`config.mk`:
```
export PLATFORM = sky130hd
export DESIGN_NAME = pan_tilt_servo_tracker
export DESIGN_NICKNAME = d
export VERILOG_FILES = /design/src/rtl/ptst_pkg.sv /design/src/rtl/pan_tilt_servo_tracker.sv
export SDC_FILE = /design/constraint.sdc
export NUM_CORES = 2
export LEC_CHECK = 0
export ABC_AREA = 1
export CORE_MARGIN = 2
export CORE_UTILIZATION = 26
export CTS_CLUSTER_DIAMETER = 200
export DETAILED_ROUTE_END_ITERATION = 12
export DONT_BUFFER_PORTS = 1
export PLACE_DENSITY_LB_ADDON = 0.15
export SETUP_SLACK_MARGIN = 0.02
export SLEW_MARGIN = 20
export SYNTH_ARGS = -nofsm -noshare
export SYNTH_HDL_FRONTEND = slang
export SYNTH_SLANG_ARGS = --single-unit
```
`constraint.sdc`:
```
create_clock -name clk -period 9.2 [get_ports clk]
set_clock_uncertainty 0.2 [all_clocks]
set_input_delay 1.38 -clock clk [delete_from_list [all_inputs] [get_ports clk]]
set_output_delay 1.38 -clock clk [all_outputs]
set_load 0.02 [all_outputs]
```
`src/rtl/ptst_pkg.sv`:
```
// Package: state codes, register indexes and constants of the pan/tilt servo tracker.
`default_nettype none

package ptst_pkg;

	localparam int unsigned ANGLE_W   = 8;
	localparam int unsigned PULSE_W   = 11;
	localparam int unsigned OFFSET_W  = 12;
	localparam int unsigned GAIN_W    = 12;
	localparam int unsigned CFG_IDX_W = 3;
	localparam int unsigned CFG_DAT_W = 12;
	localparam int unsigned MUL_W     = 24;
	localparam int unsigned PROD_W    = 2 * MUL_W;
	localparam int unsigned MAG_W     = 46;
	localparam int unsigned THR2_W    = 32;
	localparam int unsigned STEP_W    = 16;
	localparam int unsigned SUM_W     = 18;

	localparam logic [ANGLE_W-1:0] ANGLE_LIMIT = 8'd180;
	localparam logic [PULSE_W-1:0] PULSE_BASE  = 11'd1000;
	// floor(a*1000/180) == (a * PULSE_RECIP) >> 16 for every a in 0..180
	localparam logic [MUL_W-1:0]   PULSE_RECIP = 24'd364100;

	typedef enum logic [CFG_IDX_W-1:0] {
		REG_GAIN_X    = 3'd0,
		REG_GAIN_Y    = 3'd1,
		REG_DEAD_BAND = 3'd2,
		REG_PAN_MIN   = 3'd3,
		REG_PAN_MAX   = 3'd4,
		REG_TILT_MIN  = 3'd5,
		REG_TILT_MAX  = 3'd6
	} reg_idx_t;

	typedef enum logic [8:0] {
		S_IDLE = 9'b000000001,
		S_MULX = 9'b000000010,
		S_MULY = 9'b000000100,
		S_SQX  = 9'b000001000,
		S_SQY  = 9'b000010000,
		S_THR  = 9'b000100000,
		S_UPD  = 9'b001000000,
		S_PLX  = 9'b010000000,
		S_PLY  = 9'b100000000
	} state_t;

	// Clip a written limit to the top of the servo range.
	function automatic logic [ANGLE_W-1:0] sat180(input logic [CFG_DAT_W-1:0] v);
		logic [ANGLE_W-1:0] lo;
		lo = v[ANGLE_W-1:0];
		return (lo > ANGLE_LIMIT) ? ANGLE_LIMIT : lo;
	endfunction

endpackage

`default_nettype wire

```
`src/rtl/pan_tilt_servo_tracker.sv`:
```
// Top level: pan/tilt servo tracker with one shared multiplier under a sequencer.
// Sequencer steps from input acceptance to the output register: MULX, MULY, SQX,
// SQY, THR, UPD, PLX, PLY, one transaction at a time; the single 24x24 multiplier
// serves seven steps (two gains, two squares, threshold square, two pulses).
// Input stall is high while a transaction is in work; the output register lets the
// next transaction start while the previous result waits to be taken.
// Reset (arst_n low, asynchronous): registers to their defaults, angles to home.
`default_nettype none

module pan_tilt_servo_tracker #(
	parameter int unsigned HOME_X = 90,
	parameter int unsigned HOME_Y = 90
) (
	input  wire                                   clk,
	input  wire                                   arst_n,
	// configuration write port
	input  wire                                   cfg_wr_en,
	input  wire        [ptst_pkg::CFG_IDX_W-1:0]  cfg_index,
	input  wire        [ptst_pkg::CFG_DAT_W-1:0]  cfg_data,
	// input channel
	input  wire                                   in_valid,
	output logic                                  in_stall,
	input  wire signed [ptst_pkg::OFFSET_W-1:0]   offset_x,
	input  wire signed [ptst_pkg::OFFSET_W-1:0]   offset_y,
	// output channel
	output logic                                  out_valid,
	input  wire                                   out_stall,
	output logic       [ptst_pkg::PULSE_W-1:0]    pulse_x,
	output logic       [ptst_pkg::PULSE_W-1:0]    pulse_y,
	output logic       [ptst_pkg::ANGLE_W-1:0]    angle_x,
	output logic       [ptst_pkg::ANGLE_W-1:0]    angle_y,
	output logic                                  moved,
	output logic                                  limit_x,
	output logic                                  limit_y
);
	import ptst_pkg::*;

	// configuration registers
	logic signed [GAIN_W-1:0]  gain_x_q, gain_y_q;
	logic        [ANGLE_W-1:0] dead_band_q;
	logic        [ANGLE_W-1:0] pan_min_q, pan_max_q, tilt_min_q, tilt_max_q;

	// servo state
	logic [ANGLE_W-1:0] pan_angle_q, tilt_angle_q;

	// sequencer and working registers
	state_t                     state_q;
	logic signed [OFFSET_W-1:0] ox_q, oy_q;
	logic signed [MUL_W-1:0]    sx_q, sy_q;
	logic        [MAG_W-1:0]    mag_q;
	logic        [THR2_W-1:0]   thr2_q;
	logic                       moved_q, lim_x_q, lim_y_q;
	logic        [PULSE_W-1:0]  pulse_x_q;

	// output register
	logic                       out_valid_q;
	logic        [PULSE_W-1:0]  out_pulse_x_q, out_pulse_y_q;
	logic        [ANGLE_W-1:0]  out_angle_x_q, out_angle_y_q;
	logic                       out_moved_q, out_lim_x_q, out_lim_y_q;

	// shared multiplier
	logic signed [MUL_W-1:0]  mul_a, mul_b;
	logic signed [PROD_W-1:0] mul_p;

	logic in_take, out_free;
	logic [PULSE_W-1:0] pulse_now;

	// axis step and clamp
	logic signed [STEP_W-1:0] step_x, step_y;
	logic signed [SUM_W-1:0]  sum_x, sum_y;
	logic [ANGLE_W-1:0]       nxt_x, nxt_y;
	logic                     hit_x, hit_y;
	logic                     over_band;

	assign in_stall = (state_q != S_IDLE);
	assign in_take  = in_valid && !in_stall;
	// the output slot can take a new result when empty or being emptied now
	assign out_free = !out_valid_q || !out_stall;

	// Route operands to the multiplier by sequencer step.
	always_comb begin
		mul_a = '0;
		mul_b = '0;
		case (state_q)
			S_MULX: begin
				mul_a = MUL_W'(ox_q);
				mul_b = MUL_W'(gain_x_q);
			end
			S_MULY: begin
				mul_a = MUL_W'(oy_q);
				mul_b = MUL_W'(gain_y_q);
			end
			S_SQX: begin
				mul_a = sx_q;
				mul_b = sx_q;
			end
			S_SQY: begin
				mul_a = sy_q;
				mul_b = sy_q;
			end
			S_THR: begin
				// threshold in Q.8 is dead_band * 256
				mul_a = $signed({8'b0, dead_band_q, 8'b0});
				mul_b = $signed({8'b0, dead_band_q, 8'b0});
			end
			S_PLX: begin
				mul_a = $signed({16'b0, pan_angle_q});
				mul_b = $signed(PULSE_RECIP);
			end
			S_PLY: begin
				mul_a = $signed({16'b0, tilt_angle_q});
				mul_b = $signed(PULSE_RECIP);
			end
			default: begin
				mul_a = '0;
				mul_b = '0;
			end
		endcase
	end

	assign mul_p = mul_a * mul_b;
	assign pulse_now = PULSE_BASE + {1'b0, mul_p[25:16]};

	// Whole-degree steps: shift down, then round negative values toward zero.
	always_comb begin
		step_x = STEP_W'(sx_q >>> 8);
		if (sx_q[MUL_W-1] && (sx_q[7:0] != 8'd0))
			step_x = step_x + STEP_W'(1);
		step_y = STEP_W'(sy_q >>> 8);
		if (sy_q[MUL_W-1] && (sy_q[7:0] != 8'd0))
			step_y = step_y + STEP_W'(1);
	end

	assign sum_x = $signed({{(SUM_W-ANGLE_W){1'b0}}, pan_angle_q}) + SUM_W'(step_x);
	assign sum_y = $signed({{(SUM_W-ANGLE_W){1'b0}}, tilt_angle_q}) + SUM_W'(step_y);

	// Upper limit is tested first; a min above max thus lands on max.
	always_comb begin
		hit_x = 1'b1;
		if (sum_x >= $signed({{(SUM_W-ANGLE_W){1'b0}}, pan_max_q}))
			nxt_x = pan_max_q;
		else if (sum_x <= $signed({{(SUM_W-ANGLE_W){1'b0}}, pan_min_q}))
			nxt_x = pan_min_q;
		else begin
			nxt_x = sum_x[ANGLE_W-1:0];
			hit_x = 1'b0;
		end
		hit_y = 1'b1;
		if (sum_y >= $signed({{(SUM_W-ANGLE_W){1'b0}}, tilt_max_q}))
			nxt_y = tilt_max_q;
		else if (sum_y <= $signed({{(SUM_W-ANGLE_W){1'b0}}, tilt_min_q}))
			nxt_y = tilt_min_q;
		else begin
			nxt_y = sum_y[ANGLE_W-1:0];
			hit_y = 1'b0;
		end
	end

	assign over_band = (mag_q > MAG_W'(thr2_q));

	// Configuration writes; unknown indexes fall through and are dropped.
	always_ff @(posedge clk or negedge arst_n) begin
		if (!arst_n) begin
			gain_x_q    <= -12'sd51;
			gain_y_q    <= 12'sd154;
			dead_band_q <= 8'd20;
			pan_min_q   <= 8'd0;
			pan_max_q   <= ANGLE_LIMIT;
			tilt_min_q  <= 8'd0;
			tilt_max_q  <= ANGLE_LIMIT;
		end else if (cfg_wr_en) begin
			case (cfg_index)
				REG_GAIN_X:    gain_x_q    <= $signed(cfg_data);
				REG_GAIN_Y:    gain_y_q    <= $signed(cfg_data);
				REG_DEAD_BAND: dead_band_q <= cfg_data[ANGLE_W-1:0];
				REG_PAN_MIN:   pan_min_q   <= sat180(cfg_data);
				REG_PAN_MAX:   pan_max_q   <= sat180(cfg_data);
				REG_TILT_MIN:  tilt_min_q  <= sat180(cfg_data);
				REG_TILT_MAX:  tilt_max_q  <= sat180(cfg_data);
				default: begin
				end
			endcase
		end
	end

	// Sequencer and servo state.
	always_ff @(posedge clk or negedge arst_n) begin
		if (!arst_n) begin
			state_q      <= S_IDLE;
			pan_angle_q  <= ANGLE_W'(HOME_X);
			tilt_angle_q <= ANGLE_W'(HOME_Y);
		end else begin
			case (state_q)
				S_IDLE: if (in_take) state_q <= S_MULX;
				S_MULX: state_q <= S_MULY;
				S_MULY: state_q <= S_SQX;
				S_SQX:  state_q <= S_SQY;
				S_SQY:  state_q <= S_THR;
				S_THR:  state_q <= S_UPD;
				S_UPD: begin
					if (over_band) begin
						pan_angle_q  <= nxt_x;
						tilt_angle_q <= nxt_y;
					end
					state_q <= S_PLX;
				end
				S_PLX:  state_q <= S_PLY;
				// hold here until the output slot frees up
				S_PLY:  if (out_free) state_q <= S_IDLE;
				default: state_q <= S_IDLE;
			endcase
		end
	end

	// Working payload registers; no reset needed.
	always_ff @(posedge clk) begin
		if (in_take) begin
			ox_q <= offset_x;
			oy_q <= offset_y;
		end
		case (state_q)
			S_MULX: sx_q <= mul_p[MUL_W-1:0];
			S_MULY: sy_q <= mul_p[MUL_W-1:0];
			S_SQX:  mag_q <= mul_p[MAG_W-1:0];
			S_SQY:  mag_q <= mag_q + mul_p[MAG_W-1:0];
			S_THR:  thr2_q <= mul_p[THR2_W-1:0];
			S_UPD: begin
				moved_q <= over_band;
				lim_x_q <= over_band && hit_x;
				lim_y_q <= over_band && hit_y;
			end
			S_PLX:  pulse_x_q <= pulse_now;
			default: begin
			end
		endcase
	end

	// Output register: load on the last step, clear when the transaction is taken.
	always_ff @(posedge clk or negedge arst_n) begin
		if (!arst_n) begin
			out_valid_q <= 1'b0;
		end else if ((state_q == S_PLY) && out_free) begin
			out_valid_q <= 1'b1;
		end else if (out_valid_q && !out_stall) begin
			out_valid_q <= 1'b0;
		end
	end

	always_ff @(posedge clk) begin
		if ((state_q == S_PLY) && out_free) begin
			out_pulse_x_q <= pulse_x_q;
			out_pulse_y_q <= pulse_now;
			out_angle_x_q <= pan_angle_q;
			out_angle_y_q <= tilt_angle_q;
			out_moved_q   <= moved_q;
			out_lim_x_q   <= lim_x_q;
			out_lim_y_q   <= lim_y_q;
		end
	end

	assign out_valid = out_valid_q;
	assign pulse_x   = out_pulse_x_q;
	assign pulse_y   = out_pulse_y_q;
	assign angle_x   = out_angle_x_q;
	assign angle_y   = out_angle_y_q;
	assign moved     = out_moved_q;
	assign limit_x   = out_lim_x_q;
	assign limit_y   = out_lim_y_q;

	// Checks on the sequencer and result register.
	a_start: assert property (@(posedge clk) disable iff (!arst_n)
		in_take |=> (state_q == S_MULX))
		else $error("accepted transaction did not start the sequencer");

	a_load: assert property (@(posedge clk) disable iff (!arst_n)
		$rose(out_valid_q) |-> $past(state_q == S_PLY))
		else $error("result appeared outside the final step");

	a_angle: assert property (@(posedge clk) disable iff (!arst_n)
		(pan_angle_q <= ANGLE_LIMIT) && (tilt_angle_q <= ANGLE_LIMIT))
		else $error("servo angle beyond range");

	a_flags: assert property (@(posedge clk) disable iff (!arst_n)
		(out_valid_q && !out_moved_q) |-> (!out_lim_x_q && !out_lim_y_q))
		else $error("limit flag without movement");

	a_pulse: assert property (@(posedge clk) disable iff (!arst_n)
		out_valid_q |-> ((out_pulse_x_q >= PULSE_BASE) && (out_pulse_x_q <= 11'd2000)
			&& (out_pulse_y_q >= PULSE_BASE) && (out_pulse_y_q <= 11'd2000)))
		else $error("pulse width out of servo range");

endmodule

`default_nettype wire

```
==> impl_metrics.toml <==
[critical_path]
cp-end-kind = "register"
path_buf_inv = 12
critPathTopFamily = "adder cells"
worst-path-max-fanout = 9
path_class = "register to register"
worst_ep_required_time_ps = 9340
critPathArrivalTime_ps = 9700
cp-start-kind = "register"
cp_slowest_cell = "fa_2"
cp_slowest_stage_delay_ps = 620

[synthesis]
synth-xor-area-share_pct = 2.60
synth_cell_type_count = 61
synth.ff_latch_count = 295
synth-adder-area-share_pct = 39.3
synth_edf_count = 205
synth.area.mux_share_pct = 0
syn_inst = 4541
syn_area_um2 = 38400
ys_seq_area_share_pct = 22.0
synth_top_family_by_area = "adder cells"
syn_nets = 5437
synth_warnings = 0
synth_compound_area_share_pct = 7.67
synthArstFlopShare_pct = 30.5
synth.avg_cell_area_um2 = 8.47
synth_simple_gate_area_share_pct = 17.0
ys.flop_type = "edfxtp_1"

[status]
violations = "negative setup slack"
status = "complete, but fails checks"

[cts]
clk_pin_slew_ps = 60
clockBufferDepth = 3
htreeDepth = 2
clock_sinks = 295
clkLatencyLatePin_ps = 600
cts_tree = "yes"
ctsHoldBuffers = 0
cts-root-buf = "clkbuf_16"
cts_buffers = 38

[sta]
setup_viol = 14
maxSlewViolCount = 0
worstMarginPinSlew_ps = 1150
setup_tns_ps = -3200
fin_ws_ps = -358
fmax_ghz = 0.105
rsz0062_at_grt = "yes"
period_minus_slack_ps = 9560
period_share_pct = 104
relSlewSlack_pct = 22.6
hold_viol_final = 0

[power_and_ir_drop]
p_clk_share_pct = 18.4
peakVddDrop_mv = 0.117
cellInternalPower_mw = 5.32
p_leak_nw = 25.5
switchingPower_mw = 3.86
p_comb_share_pct = 62.5
p_seq_share_pct = 19.1
p_sw_share_pct = 42.1
p_per_area_nw_per_um2 = 168

[floorplan]
fp-row-count = 141
ios = 87
coreArea_um2 = 147000
die_area_um2 = 151000
initial_core_util_pct = 26.1
die_h_um = 389
die_w_um = 389

[grt]
grt_usage_pct = 18.7
grt_max_degree = 91
antenna_found_initial = 1
grt_overflow_total = 0
first_global_vias = 34172
grt_pass1_wl_um = 214000

[layout]
synthToLayoutAreaGrowth_pct = 41.9
stdcell_count = 7439
layout_commonest_cell = "inv_1"
num_antenna_cells = 0
drive_gt1_share_pct = 33.2
mostFrequentLayoutCells = "922 x inv_1, 835 x nand2_1, 825 x buf_4"
num-nets-final = 6376

[route]
drc = 0
wire_per_inst_um = 19.2
wirelength_um = 143000
vias = 32874
drtPass1Iterations = 5
drt-vias-per-instance = 4.42
drt_iter0_drc = 1739
ant_nets = 0

[place]
portBuffers = 0
hpwl_um = 118000
gp_congestion = 0.885
post-place-cells = 7189

[hold_path]
hold_class = "register to register"

[flow_run]
max-cap-violations = 0
registers in the layout, indices dropped and copies added, names as in the netlist, 9 cells and up:
register,cells
state_q,9
sy_q,24
pulse_x,11
pulse_y,11
sx_q,24
ox_q,12
gain_x_q,12
thr2_q,32
gain_y_q,12
mag_q,46
oy_q,12
pulse_x_q,11
cell usage after synthesis (3+ instances only):
master,number,area share (%)
a21boi_1,5,0.098
dfrtp_1,58,3.8
a21o_1,8,0.16
dfstp_2,32,2.2
clkinv_1,15,0.15
nor3_2,3,0.078
nand2_1,933,9.1
o21bai_1,4,0.078
o21ai_1,10,0.13
nor2_1,397,3.9
buf_2,13,0.17
nand3_2,5,0.13
nand4_1,43,0.70
ha_1,260,8.5
o211ai_1,7,0.14
xnor2_1,38,0.87
a21oi_1,192,2.5
o21ai_0,180,2.3
o2111ai_1,3,0.068
nand3b_1,3,0.059
nor2_2,8,0.13
or2_2,11,0.18
nand2_2,8,0.13
fa_1,592,31
o221ai_1,3,0.068
inv_1,1039,10
and2_1,4,0.065
a221oi_1,7,0.16
a211oi_1,7,0.14
nand3_1,127,1.7
inv_2,6,0.059
clkbuf_1,86,0.84
xor2_1,76,1.7
o22ai_1,15,0.24
a31oi_1,28,0.46
a22o_1,19,0.43
edfxtp_1,205,16
o21a_1,14,0.27
a21oi_2,3,0.068
nor4_1,19,0.31
nor3_1,30,0.39
power by group through the flow:
stage	sequential, mW	combinational [mW]	clock (mW)
after detailed placement	1.77	4.32	0
after floorplan	1.74	2.08	0
after global routing	1.76	6.20	1.79
final	1.75	5.74	1.69
after global placement	1.77	4.33	0
after CTS	1.75	5.11	1.74
metal layers:
metal	vias to the layer above	wire (um)	GRT usage, %	share of wire, %
met1	16435	64900	25.6	46
li1	15870	-	-	-
met4	2	2770	3.22	1.9
met5	-	13	0	0.0091
met3	97	3860	1.42	2.7
met2	470	71000	32.6	50
cells by family (layout without fill, tap and decap cells):
family / count (synthesis) / in the layout
xor gates and xnor gates: 114 / 114
AOI/OAI and AO/OA: 517 / 517
and+or+nand+nor: 1600 / 1600
buffers and inverters: 1163 / 2131
adders and majority gates: 852 / 852
DFF: 295 / 295
worst reg2reg max path, delay by kind of cell (launching register included):
family	cells	cell delay, ps
buffers and inverters	12	1430
flip-flops	1	400
adder cells (fa/ha/maj)	9	4190
AO/OA/AOI/OAI	9	1270
AND/OR/NAND/NOR	15	1580
XOR/XNOR	1	230
final cells by class:
| cell class | instances | area [um^2] |
|---|---|---|
| Clock buffer | 44 | 973 |
| Clock inverter | 25 | 394 |
| Fill cell | 15067 | 92700 |
| Inverter | 1061 | 4110 |
| Multi-Input combinational cell | 3083 | 29500 |
| Sequential cell | 295 | 8450 |
| Tap cell | 1930 | 2410 |
| Timing Repair Buffer | 1001 | 8720 |
stage by stage:
step	setup slack, ps	util (%)	hold WS [ps]	total power [mW]	instance area [um^2]
after floorplan	-5.28	-	200	3.82	38600
after global routing	-739	37.0	225	9.75	54600
after global placement	-1360	32.0	202	6.10	47100
final	-358	37.0	210	9.18	54600
after CTS	-329	35.1	213	8.60	51700
after detailed placement	-1320	32.0	207	6.08	47100
repair_timing:
item	4_1_cts	5_1_grt
setup buffers	89	98
endpoints found under the hold margin	0	0
cloned	1	4
resized for setup	611	490
setup endpoints to repair	32	33
pin swaps	191	201
path summary, 6_finish.rpt:
kind	cells after the start	slack (ps)	start	to
setup / recovery	46	-360	state_q[7]$_DFFE_PN0P_	mag_q[45]$_DFFE_PP_
hold / removal	0	210	pulse_x_q[2]$_DFFE_PN_	pulse_x[2]$_DFFE_PP_
setup reg to reg	46	-360	state_q[7]$_DFFE_PN0P_	mag_q[45]$_DFFE_PP_
hold reg to reg	0	210	pulse_x_q[2]$_DFFE_PN_	pulse_x[2]$_DFFE_PP_
max in group asynchronous	0	8220	arst_n	gain_y_q[4]$_DFFE_PN1P_
min in group asynchronous	0	280	arst_n	tilt_angle_q[0]$_DFFE_PN0P_
No activity file was read; power rests on OpenSTA's default activity.
